[src/rtl/core/assert_macros.svh]
// Assertion macros shared by the core RTL.
// Depends on nothing; include once per asserting file.
`ifndef ASSERT_MACROS_SVH
`define ASSERT_MACROS_SVH

// Check an expression at every clock edge outside reset.
`define ASSERT_ALWAYS(lbl, clk, rst_n, expr, msg) \
  lbl: assert property (@(posedge clk) disable iff (!rst_n) (expr)) else $error(msg);

// Check that a condition is followed by a consequence on the next clock edge.
`define ASSERT_NEXT(lbl, clk, rst_n, ante, cons, msg) \
  lbl: assert property (@(posedge clk) disable iff (!rst_n) (ante) |=> (cons)) else $error(msg);

`endif

[src/rtl/core/mss_pkg.sv]
// Package for the multi-stack shared store: beat types and codes.
// Used by the core top level; depends on nothing.
`timescale 1ns / 1ps

package mss_pkg;

  localparam logic OP_PUSH = 1'b0;
  localparam logic OP_POP  = 1'b1;

  localparam logic [1:0] ST_OK    = 2'd0;
  localparam logic [1:0] ST_FULL  = 2'd1;
  localparam logic [1:0] ST_EMPTY = 2'd2;

  typedef struct packed {
    logic               operation;
    logic [1:0]         stack_id;
    logic signed [31:0] push_value;
  } mss_in_t;

  typedef struct packed {
    logic [1:0]         status;
    logic signed [31:0] pop_value;
  } mss_out_t;

endpackage

[src/rtl/core/multi_stack_shared_store_core.sv]
// Multi-stack shared store: stacks share one slot store, link RAM and free list.
// The result beat is registered as the beat leaves the write-back state entered on acceptance.
// A new beat is accepted only after the previous one finishes its link RAM read and write-back;
// a stalled output holds the write-back state until the result is taken.
// Reset: all stacks empty, free list 0..CAPACITY-1 via a fill counter, no sweep.
// Depends on mss_pkg, mss_ram and assert_macros.svh.
`timescale 1ns / 1ps
`include "assert_macros.svh"

module multi_stack_shared_store_core
  import mss_pkg::*;
#(
  parameter int NUM_STACKS = 4,
  parameter int CAPACITY   = 16,
  parameter int DATA_WIDTH = 32
) (
  input  logic     clk_i,
  input  logic     rst_ni,
  input  logic     in_valid_i,
  output logic     in_ready_o,
  input  mss_in_t  in_data_i,
  output logic     out_valid_o,
  input  logic     out_ready_i,
  output mss_out_t out_data_o
);

  localparam int AW = $clog2(CAPACITY);
  localparam int PW = $clog2(CAPACITY + 1);
  localparam int SW = (NUM_STACKS > 1) ? $clog2(NUM_STACKS) : 1;
  localparam logic [PW-1:0] NIL = PW'(CAPACITY);

  localparam logic S_IDLE = 1'b0;
  localparam logic S_WB   = 1'b1;

  logic                  state_q, state_d;
  logic                  op_q;
  logic [SW-1:0]         sid_q;
  logic [DATA_WIDTH-1:0] val_q;
  logic [PW-1:0]         slot_q;
  logic                  fault_q;
  logic                  out_valid_q, out_valid_d;
  mss_out_t              out_q, out_d;

  logic [PW-1:0] stack_head_q [NUM_STACKS];
  logic [PW-1:0] stack_head_d [NUM_STACKS];
  logic [PW-1:0] free_head_q, free_head_d;
  logic [PW-1:0] fill_q, fill_d;

  logic                  accept, commit, sid_ok, fault;
  logic [SW-1:0]         sid_idx;
  logic [PW-1:0]         slot_sel, link_rd, link_clamp, next_free, link_wdata;
  logic [DATA_WIDTH-1:0] data_rd;
  logic                  link_we, data_we;

  assign in_ready_o = (state_q == S_IDLE);
  assign accept     = in_valid_i && in_ready_o;
  assign commit     = (state_q == S_WB) && (!out_valid_q || out_ready_i);

  assign sid_ok   = 32'(in_data_i.stack_id) < NUM_STACKS;
  assign sid_idx  = SW'(in_data_i.stack_id);
  assign slot_sel = (in_data_i.operation == OP_PUSH) ? free_head_q :
                    (sid_ok ? stack_head_q[sid_idx] : NIL);
  assign fault    = !sid_ok || (slot_sel >= NIL);

  assign link_clamp = (link_rd > NIL) ? NIL : link_rd;
  assign next_free  = (slot_q >= fill_q) ? slot_q + PW'(1) : link_clamp;
  assign link_wdata = (op_q == OP_PUSH) ? stack_head_q[sid_q] : free_head_q;
  assign link_we    = commit && !fault_q;
  assign data_we    = commit && !fault_q && (op_q == OP_PUSH);

  mss_ram #(
    .WIDTH (PW),
    .DEPTH (CAPACITY)
  ) u_link_ram (
    .clk_i   (clk_i),
    .we_i    (link_we),
    .waddr_i (slot_q[AW-1:0]),
    .wdata_i (link_wdata),
    .re_i    (accept && !fault),
    .raddr_i (slot_sel[AW-1:0]),
    .rdata_o (link_rd)
  );

  mss_ram #(
    .WIDTH (DATA_WIDTH),
    .DEPTH (CAPACITY)
  ) u_data_ram (
    .clk_i   (clk_i),
    .we_i    (data_we),
    .waddr_i (slot_q[AW-1:0]),
    .wdata_i (val_q),
    .re_i    (accept && !fault),
    .raddr_i (slot_sel[AW-1:0]),
    .rdata_o (data_rd)
  );

  always_comb begin
    state_d      = state_q;
    out_valid_d  = out_valid_q;
    out_d        = out_q;
    stack_head_d = stack_head_q;
    free_head_d  = free_head_q;
    fill_d       = fill_q;
    if (out_valid_q && out_ready_i) begin
      out_valid_d = 1'b0;
    end
    unique case (state_q)
      S_IDLE: begin
        if (accept) begin
          state_d = S_WB;
        end
      end
      S_WB: begin
        if (commit) begin
          state_d           = S_IDLE;
          out_valid_d       = 1'b1;
          out_d.pop_value   = '0;
          out_d.status      = ST_OK;
          if (fault_q) begin
            out_d.status = (op_q == OP_PUSH) ? ST_FULL : ST_EMPTY;
          end else if (op_q == OP_PUSH) begin
            stack_head_d[sid_q] = slot_q;
            free_head_d         = next_free;
            if (slot_q >= fill_q) begin
              fill_d = fill_q + PW'(1);
            end
          end else begin
            stack_head_d[sid_q] = link_clamp;
            free_head_d         = slot_q;
            out_d.pop_value     = 32'($signed(data_rd));
          end
        end
      end
      default: state_d = S_IDLE;
    endcase
  end

  always_ff @(posedge clk_i or negedge rst_ni) begin
    if (!rst_ni) begin
      state_q     <= S_IDLE;
      out_valid_q <= 1'b0;
      free_head_q <= '0;
      fill_q      <= '0;
      for (int i = 0; i < NUM_STACKS; i++) begin
        stack_head_q[i] <= NIL;
      end
    end else begin
      state_q      <= state_d;
      out_valid_q  <= out_valid_d;
      free_head_q  <= free_head_d;
      fill_q       <= fill_d;
      stack_head_q <= stack_head_d;
    end
  end

  always_ff @(posedge clk_i) begin
    out_q <= out_d;
    if (accept) begin
      op_q    <= in_data_i.operation;
      sid_q   <= sid_idx;
      val_q   <= DATA_WIDTH'($unsigned(in_data_i.push_value));
      slot_q  <= slot_sel;
      fault_q <= fault;
    end
  end

  assign out_valid_o = out_valid_q;
  assign out_data_o  = out_q;

  `ASSERT_ALWAYS(a_free_within_fill, clk_i, rst_ni, free_head_q <= fill_q, "free head beyond fill count")
  `ASSERT_NEXT(a_busy_after_accept, clk_i, rst_ni, accept, !in_ready_o, "ready high during write-back")
  `ASSERT_ALWAYS(a_fail_zero_value, clk_i, rst_ni, !out_valid_o || out_data_o.status == ST_OK || out_data_o.pop_value == 32'sd0, "failed beat carries a value")

endmodule

[src/rtl/core/mss_ram.sv]
// Generic single-write, single-read RAM with registered read data.
// No dependencies; contents are undefined until written.
`timescale 1ns / 1ps

module mss_ram #(
  parameter int WIDTH = 32,
  parameter int DEPTH = 16
) (
  input  logic                     clk_i,
  input  logic                     we_i,
  input  logic [$clog2(DEPTH)-1:0] waddr_i,
  input  logic [WIDTH-1:0]         wdata_i,
  input  logic                     re_i,
  input  logic [$clog2(DEPTH)-1:0] raddr_i,
  output logic [WIDTH-1:0]         rdata_o
);

  logic [WIDTH-1:0] mem_q [DEPTH];
  logic [WIDTH-1:0] rdata_q;

  always_ff @(posedge clk_i) begin
    if (we_i) begin
      mem_q[waddr_i] <= wdata_i;
    end
  end

  always_ff @(posedge clk_i) begin
    if (re_i) begin
      rdata_q <= mem_q[raddr_i];
    end
  end

  assign rdata_o = rdata_q;

endmodule

[config.mk]
export PLATFORM = sky130hd
export DESIGN_NAME = multi_stack_shared_store_core
export DESIGN_NICKNAME = d
export VERILOG_FILES = /design/src/rtl/core/mss_pkg.sv /design/src/rtl/core/multi_stack_shared_store_core.sv /design/src/rtl/core/mss_ram.sv
export VERILOG_INCLUDE_DIRS = /design/src /design/src/rtl/core
export SDC_FILE = /design/constraint.sdc
export NUM_CORES = 1
export LEC_CHECK = 0
export BUFFER_PORTS_ARGS = -buffer_cell sky130_fd_sc_hd__buf_2
export CAP_MARGIN = 10
export CORE_MARGIN = 1
export CORE_UTILIZATION = 55
export DETAILED_ROUTE_END_ITERATION = 10
export GPL_TIMING_DRIVEN = 1
export PLACE_DENSITY = 0.84
export SYNTH_ARGS = -nofsm -noshare
export SYNTH_HDL_FRONTEND = slang
export SYNTH_SLANG_ARGS = --single-unit
[constraint.sdc]
create_clock -name clk_i -period 5.8 [get_ports clk_i]
set_input_delay 1.16 -clock clk_i [delete_from_list [all_inputs] [get_ports clk_i]]
set_output_delay 1.16 -clock clk_i [all_outputs]
set_load 0.1 [all_outputs]
* Yosys cells after proc, flatten, opt, wreduce, memory -nomap -nowiden
Memories as Yosys holds them, arrays and structs flattened. A register that Yosys moved wholly into a read port is not among the register bits.
Cells that the tools add are included.
** Operators by class
- Add/sub/neg operators :: 2
- Multiplexer cells :: 27
- Reduce and logical (&&, ||, !) cells :: 15
- Bitwise operators :: 5
- $lt $le $gt $ge :: 6
** Operators by type and width (number)
- $mux W5 :: 10
- $bwmux W20 :: 2
- $bmux W5 S2 :: 2
- $mux W20 :: 1
- $add A5 B1 Y5 const B :: 2
- $demux W5 S2 :: 1
- $mux W1 :: 9
- $logic_and A1 B1 Y1 :: 7
- $ge A3 B3 Y1 const B :: 2
- $not A2 Y3 :: 2
- $ge A5 B5 Y1 :: 1
- $ge A5 B5 Y1 const B :: 1
- $gt A5 B5 Y1 const B :: 1
- $reduce_and A5 Y1 :: 1
- $logic_not A1 Y1 :: 3
- $lt A3 B1 Y1 const B :: 1
- $not A1 Y1 :: 3
- $reduce_and A3 Y1 :: 1
- $mux W2 :: 1
- $pmux W1 S2 :: 1
- $reduce_and A2 Y1 :: 1
- $reduce_or A2 Y1 :: 1
- $logic_or A1 B1 Y1 :: 1
** Word-level totals
- RAM bits :: 592
- Output and inout port bits :: 36
- Memories kept :: 2
- Register bits after elaboration :: 107
- Bits of input ports :: 39
- Logic and storage cells :: 72
** Memories
- u_data_ram.mem_q :: depth 16, width 32, read ports 1, clocked after memory_dff 1, write ports 1, RTL line mss_ram.sv:18 : logic [WIDTH-1:0] mem_q [DEPTH];
- u_link_ram.mem_q :: depth 16, width 5, read ports 1, clocked after memory_dff 1, write ports 1, RTL line mss_ram.sv:18

* Logic depth before layout (Yosys ltp)
Gate-level depths: netlist of run 1.
- Depth after elaboration :: 8
- Gate-level depth with buffers :: 9
- Mapped depth without buffers :: 8

* Hierarchy
Synthesis of run 1 repeated with hierarchy kept, for this count alone.
** Unflattened totals
- Cell total of the unflattened synthesis :: 1283
- Area, all modules :: 27878.0 µm²
** Modules (own cells, without submodules)
- mss_ram at u_data_ram :: cells an instance 838, area each 20155.6 µm², times used 1
- multi_stack_shared_store_core :: cells an instance 290, area each 4459.3 µm², times used 1
- mss_ram at u_link_ram :: cells an instance 155, area each 3263.1 µm², times used 1

* Worst setup path after synthesis of run 1
OpenSTA, ideal clock, no wires.
- Kind :: input -> register
- Start :: input in_valid_i
- End :: register u_data_ram.rdata_q[0] (netlist: u_data_ram.rdata_o[0]) (read register of u_data_ram.mem_q), enable pin
- Path buffers :: 0
- Required time :: 5.364 ns
- Arrival :: 4.818 ns
- Stages :: 2
- Path slack :: 0.546 ns
- Cells stage by stage :: nor2b_1 > nor2b_1
** Between the ends
- Longest elaborated chain between the ends :: 2
** Ends and longest elaborated chain
- start: declaration :: RTL line multi_stack_shared_store_core.sv:19 : input logic in_valid_i,
- $logic_and A1 B1 Y1 :: RTL line multi_stack_shared_store_core.sv:56 : assign accept = in_valid_i && in_ready_o;
- $logic_and A1 B1 Y1 :: RTL line multi_stack_shared_store_core.sv:92 : .re_i (accept && !fault),
- via u_data_ram.re_i :: RTL line mss_ram.sv:13 : input logic re_i,
- end: declaration :: RTL line mss_ram.sv:19 : logic [WIDTH-1:0] rdata_q;
The timed path passes the listed nets, and every way through them passes these cells.
A chain may end at the register's enable or synchronous reset.

* Worst setup path in the final report of run 1
- Start :: input out_ready_i
- End :: memory u_data_ram.mem_q[10][30], enable pin
** Between the ends
- Longest elaborated chain between the ends :: 6
** Ends and longest elaborated chain
- start: declaration :: RTL line multi_stack_shared_store_core.sv:23 : input logic out_ready_i,
- $logic_or A1 B1 Y1 :: RTL line multi_stack_shared_store_core.sv:57 : assign commit = (state_q == S_WB) && (!out_valid_q || out_ready_i);
- $logic_and A1 B1 Y1 :: RTL line multi_stack_shared_store_core.sv:57
- $logic_and A1 B1 Y1 (2 in series) :: RTL line multi_stack_shared_store_core.sv:69 : assign data_we = commit && !fault_q && (op_q == OP_PUSH);
- $mux W1 :: RTL line mss_ram.sv:22 : if (we_i) begin
- $mux W1 (not written as such) :: RTL line mss_ram.sv:23 : mem_q[waddr_i] <= wdata_i;
- end: declaration :: RTL line mss_ram.sv:18
No other way between the ends.

==> results of run 1 <==
-- registers in the layout, indices dropped and copies added (netlist names), 2 cells and up --
register            cells
val_q                  32
u_link_ram.rdata_o      5
u_data_ram.rdata_o     32
slot_q                  5
stack_head_q           20
u_data_ram.mem_q      512
fill_q                  5
out_data_o             34
u_link_ram.mem_q       80
free_head_q             5
sid_q                   2
-- how the worst max path moves through the flow --
| stage | to | slack (ns) | cells past startpoint |
|---|---|---|---|
| 5_1_grt | u_data_ram.mem_q[10][30]$_DFFE_PP_ | 2.01 | 7 |
| 6_report | u_data_ram.mem_q[10][30]$_DFFE_PP_ | 2.14 | 7 |
| 3_5_place_dp | u_data_ram.mem_q[10][27]$_DFFE_PP_ | 1.65 | 7 |
| 2_1_floorplan | u_data_ram.rdata_o[0]$_DFFE_PP_ | 0.55 | 2 |
| 4_1_cts | u_data_ram.rdata_o[18]$_DFFE_PP_ | 2.25 | 7 |
| 3_3_place_gp | u_data_ram.rdata_o[16]$_DFFE_PP_ | 1.72 | 7 |
-- critical path, delay by kind of cell --
kind | cells | cell delay [ns]
and+or+nand+nor | 5 | 2.18
buffers and inverters | 2 | 0.57
-- cell type report --
| class | count | share of cell area |
|---|---|---|
| repair buffers | 106 | 0.0202 |
| multi-input cells | 486 | 0.183 |
| flip-flops and latches | 735 | 0.698 |
| clock buffers | 84 | 0.0588 |
| clock inverters | 46 | 0.0118 |
| well taps | 672 | 0.0268 |
| inverters | 10 | 0.00120 |
-- where the power goes --
group          total, uW  switching [uW]  internal [uW]
sequential          6610             250           6360
combinational       3400            2000           1400
clock               4460            1980           2480
total              14500            4230          10200
-- kinds of logic after synthesis --
family,synth area share
adder cells (fa/ha/maj),0.00450
AO/OA/AOI/OAI,0.0281
buffers and inverters,0.0127
AND/OR/NAND/NOR,0.0304
multiplexers,0.134
XOR/XNOR,0.00189
flip-flops,0.788
-- layout by cell type, fill, tap and decap left out, types with 6 or more instances in the layout --
| cell | count |
|---|---|
| clkbuf_16 | 72 |
| mux2i_1 | 7 |
| o21ai_0 | 14 |
| nand3_1 | 7 |
| mux2_2 | 7 |
| xnor2_1 | 6 |
| a22oi_1 | 74 |
| clkinv_1 | 15 |
| nand2_1 | 67 |
| inv_1 | 9 |
| nor2b_1 | 6 |
| clkbuf_1 | 12 |
| buf_4 | 29 |
| buf_2 | 75 |
| nor2_1 | 28 |
| nor2_4 | 16 |
| a21oi_1 | 16 |
| mux4_2 | 158 |
| and2_1 | 35 |
| clkinv_2 | 17 |
| edfxtp_1 | 703 |
| ha_1 | 10 |
| dfrtp_1 | 28 |
-- through the flow --
stage | setup WS (ns) | power (uW)
after floorplan | 0.546 | 9190
after global placement | 1.72 | 9950
after detailed placement | 1.65 | 10100
after CTS | 2.25 | 14500
after global routing | 2.01 | 14900
final | 2.14 | 14500
-- layer usage --
layer | part of all wire | vias up
met3 | 0.093 | 150
li1 | - | 5566
met1 | 0.37 | 7129
met4 | 0.034 | 0
met2 | 0.51 | 929
met5 | 0 | -
==> impl_metrics.tcl, run 1 <==
set metrics [dict create \
    cts_root_buf "clkbuf_16" \
    multiInputGateArea_sq_um 5750 \
    htreeDepth 3 \
    p_leak_uw 0.0102 \
    slew-limit-headroom 0.233 \
    critPathKind "in -> reg" \
    crit_arrival_ns 3.92 \
    regToRegSetupSlack_ns 2.43 \
    synth_top_area_share 0.759 \
    tightest_slew_ns 1.14 \
    rsz0062_at_grt "false" \
    cts_tree "done" \
    holdBufCountCts 0 \
    io_buffer_count 74 \
    ant_nets 0 \
    ys.flop_type "edfxtp_1" \
    synth_area_sq_um 27800 \
    numClockSinks 735 \
    wl_per_cell_um 29.4 \
    clock.fmax_mhz 273 \
    placed_area_sq_um 29200 \
    dr.pass1.iters 7 \
    startpoint_type "primary input" \
    holdWs_ns 0.480 \
    utilization 0.628 \
    viasPerCell 6.44 \
    routed_wl_um 62800 \
    grt_pass1_wl_um 91600 \
    fin_setup_tns_ns 0 \
    syn_inst 1288 \
    drv_cap 0 \
    fin_skew_ns 0.0240 \
    grt_pass1_vias 14000 \
    syn_nets 1337 \
    power_density_nw_per_um2 461 \
    fin_cells 2139 \
    grt_usage 0.253 \
    dp.cells 2008 \
    met2_usage 0.418 \
    r2r-end "u_data_ram.mem_q[10][30]$_DFFE_PP_" \
    rows 82 \
    yosys-top-cells-count "703 x edfxtp_1, 158 x mux4_2, 74 x a22oi_1" \
    antenna_found_initial 0 \
    synth.most_common_cell "edfxtp_1" \
    crit_chain "buf_2 > nand2b_1 > nand2_1 > nor2_1 > nand2_1 > nor2_4 > buf_4" \
    cts.repair.resized 0 \
    clock_path_buffers 3 \
    vias 13800 \
    cp-startpoint "out_ready_i" \
    met1_usage 0.339 \
    numCtsBuffers 72 \
    drt_iter0_markers 1915 \
    async_flop_share 0.0435 \
    overflow 0 \
    die_x_um 227 \
    yosys.area.top_type "edfxtp_1" \
    hp-class "reg -> reg" \
    critPathSlowestCell "nor2_4" \
    grt_util_met3 0.0429 \
    crit_path_frequent_cell "nand2_1" \
    vdd_drop_max_mv 0.338 \
    setup_violations 0 \
    final_area_sq_um 31400 \
    layout.nets 1460 \
    finalCritPeriodShare 0.631 \
    max_stage_delay_ns 0.75 \
    synth-edff-count 703 \
    grt_max_degree 118 \
    clkTransAtPathRegs_ns 0.06 \
    die-area_sq_um 51500 \
    hold_depth 1 \
    die_h_um 227 \
    yosys_warnings 0 \
    core_area_sq_um 50000 \
    routabilityCongestion 0.834 \
    min_from "fill_q[4]$_DFFE_PN0P_" \
    drive_above_1_share 0.277 \
    critPathRequiredTime_ns 6.06 \
    finalHoldViolations 0 \
    ys_ff_latch 735 \
    area_growth_pct 12.9 \
    globalRoute.busiestLayer "met2" \
    initial_utilization 0.556 \
    layout_min_cycle_time_ns 3.66 \
    holdPathEnd "fill_q[4]$_DFFE_PN0P_" \
    crit_fanout 19 \
    clock_latency_ns 0.62 \
    post-cts-setup-buffer-count 0 \
    syn_area_per_cell_sq_um 21.6 \
    drc_errors 0 \
    maxSlewViolCount 0 \
    seq_area_sq_um 21900 \
    fill_cells 3205 \
    cp-end-kind "register" \
    ys_seq_area_frac 0.788 \
    hpwl_um 32100 \
    rr_worst_depth 6 \
    io_pins 75 \
    synth.distinct_cells 36 \
    status "finished, final reports clean" \
    antenna_cells 0 \
    synth.area.top_cells "edfxtp_1 76%, mux4_2 13%, dfrtp_1 2.5%" \
    r2r_start "out_valid_o$_DFF_PN0_" \
]
Power figures use the tool's default switching activity.
==> run 2: changes to the inputs <==
--- a/config.mk
+++ b/config.mk
@@ -12,7 +12,7 @@
 export CORE_UTILIZATION = 55
 export DETAILED_ROUTE_END_ITERATION = 10
 export GPL_TIMING_DRIVEN = 1
-export PLACE_DENSITY = 0.84
+export PLACE_DENSITY = 0.86
 export SYNTH_ARGS = -nofsm -noshare
 export SYNTH_HDL_FRONTEND = slang
 export SYNTH_SLANG_ARGS = --single-unit
==> constraint.sdc (replaced) <==
create_clock -name clk_i -period 3.1 [get_ports clk_i]
set_input_delay 0.62 -clock clk_i [delete_from_list [all_inputs] [get_ports clk_i]]
set_output_delay 0.62 -clock clk_i [all_outputs]
set_load 0.1 [all_outputs]
==> impl_metrics.tcl, run 2 (synthesized netlist as in run 1, its figures left out) <==
set metrics [dict create \
    cp_top_family "multiplexers" \
    grt_max_degree 59 \
    die_x_um 227 \
    drt_iter0_markers 2095 \
    critPathKind "reg -> reg" \
    vias 14300 \
    cts_root_buf "clkbuf_16" \
    htreeDepth 3 \
    regMostFlops "u_data_ram.mem_q" \
    overflow 0 \
    clock_latency_ns 0.64 \
    grt_pass1_vias 14700 \
    maxSlewViolCount 0 \
    die_h_um 227 \
    layout.nets 1483 \
    p_leak_uw 0.0104 \
    post-cts-setup-buffer-count 0 \
    hp-class "in -> async" \
    dr.pass1.iters 5 \
    power_density_nw_per_um2 873 \
    io_buffer_count 74 \
    antenna_found_initial 0 \
    slew-limit-headroom 0.303 \
    cp-end-kind "register" \
    fin_setup_tns_ns 0 \
    status "finished, final reports clean" \
    critPathSlowestCell "mux4_2" \
    initial_utilization 0.556 \
    rows 82 \
    numClockSinks 735 \
    max_stage_delay_ns 0.50 \
    die-area_sq_um 51500 \
    tightest_slew_ns 1.04 \
    path_buf_inv 1 \
    cts_tree "done" \
    holdBufCountCts 0 \
    wl_per_cell_um 31.0 \
    layout_min_cycle_time_ns 2.71 \
    io_pins 75 \
    viasPerCell 6.60 \
    finalHoldViolations 0 \
    critPathRequiredTime_ns 3.46 \
    numCtsBuffers 73 \
    hpwl_um 33300 \
    fin_skew_ns 0.0278 \
    fill_cells 3081 \
    r2r_start "stack_head_q[0]$_DFFE_PN0P_" \
    cp-startpoint "stack_head_q[0]$_DFFE_PN0P_" \
    clkTransAtPathRegs_ns 0.06 \
    layout_commonest_cell "edfxtp_1" \
    grt_pass1_wl_um 96800 \
    clock.fmax_mhz 369 \
    crit_path_frequent_cell "mux4_2" \
    ant_nets 0 \
    layout_common_cells "703 x edfxtp_1, 158 x mux4_2, 75 x clkbuf_16, 74 x a22oi_1, 74 x buf_2" \
    drc_errors 0 \
    clock_path_buffers 3 \
    rsz0062_at_grt "false" \
    largest_reg_flops 512 \
    fin_cells 2161 \
    drive_above_1_share 0.285 \
    routed_wl_um 67000 \
    startpoint_type "register" \
    setup_violations 0 \
    area_growth_pct 15.2 \
    finalCritPeriodShare 0.875 \
    crit_chain "mux4_2 > mux2_8 > buf_12 > mux4_2 > a22oi_1 > nand2_1" \
    cts.repair.resized 0 \
    core_area_sq_um 50000 \
    drv_cap 0 \
    grt_usage 0.269 \
    utilization 0.641 \
    antenna_cells 0 \
    crit_fanout 25 \
    crit_arrival_ns 3.07 \
    dp.cells 2030 \
    routabilityCongestion 0.799 \
    vdd_drop_max_mv 0.499 \
]
## run 2: changes by cell type in the layout (fill, tap and decap cells not counted), moves of 2 or more
cell / delta
clkinvlp_4: +4
clkbuf_16: +3
inv_6: -2
bufinv_16: +2
clkinv_1: -3
clkinv_2: -10
clkbuf_1: +6
buf_12: +27
buf_4: -5
## run 2: final timing paths
check	to	slack [ns]	cells after the start
max in group asynchronous	out_valid_o$_DFF_PN0_	2.58	1
hold / removal	stack_head_q[12]$_DFFE_PN0P_	0.05	1
hold reg to reg	stack_head_q[9]$_DFFE_PN1P_	0.50	2
setup reg to reg	u_data_ram.rdata_o[1]$_DFFE_PP_	0.39	6
min in group clk_i	val_q[24]$_DFFE_PP_	0.17	1
setup / recovery	u_data_ram.rdata_o[1]$_DFFE_PP_	0.39	6
## run 2: through the flow
stage	total power (uW)	area (sq um)	setup slack, ns	hold WS, ns
after floorplan	17200	27800	-0.408	0.324
after global placement	18900	29700	0.0575	0.463
after detailed placement	19100	29700	-0.0363	0.488
after CTS	28000	32000	0.357	0.0560
after global routing	28800	32000	0.307	0.0990
final	27900	32000	0.388	0.0516
## run 2: where the power goes
part	internal [uW]	total [uW]	switching [uW]
sequential	11900	12400	489
clock	5000	8760	3770
combinational	2920	6790	3870
## run 2: worst reg2reg max path, stage by stage, from the launching register on
cell	delay, ns
dfrtp_1	0.39
mux4_2	0.50
mux2_8	0.45
buf_12	0.26
mux4_2	0.47
a22oi_1	0.28
nand2_1	0.10
## run 2: layer usage
| layer | share of wire | global-route usage | vias up | wire, um |
|---|---|---|---|---|
| li1 | - | - | 5602 | - |
| met1 | 0.36 | 0.354 | 7393 | 23900 |
| met5 | 0 | 0 | - | 0 |
| met3 | 0.10 | 0.0516 | 188 | 7010 |
| met2 | 0.50 | 0.437 | 1082 | 33600 |
| met4 | 0.036 | 0.122 | 0 | 2390 |
## run 2: final cells by class
cell class	count	area, sq um	area share
Sequential cell	735	21900	0.684
Multi-Input combinational cell	486	5750	0.180
Clock buffer	94	1960	0.0611
Timing Repair Buffer	128	1150	0.0358
Tap cell	672	841	0.0263
Clock inverter	36	377	0.0118
Inverter	10	37.5	0.00117
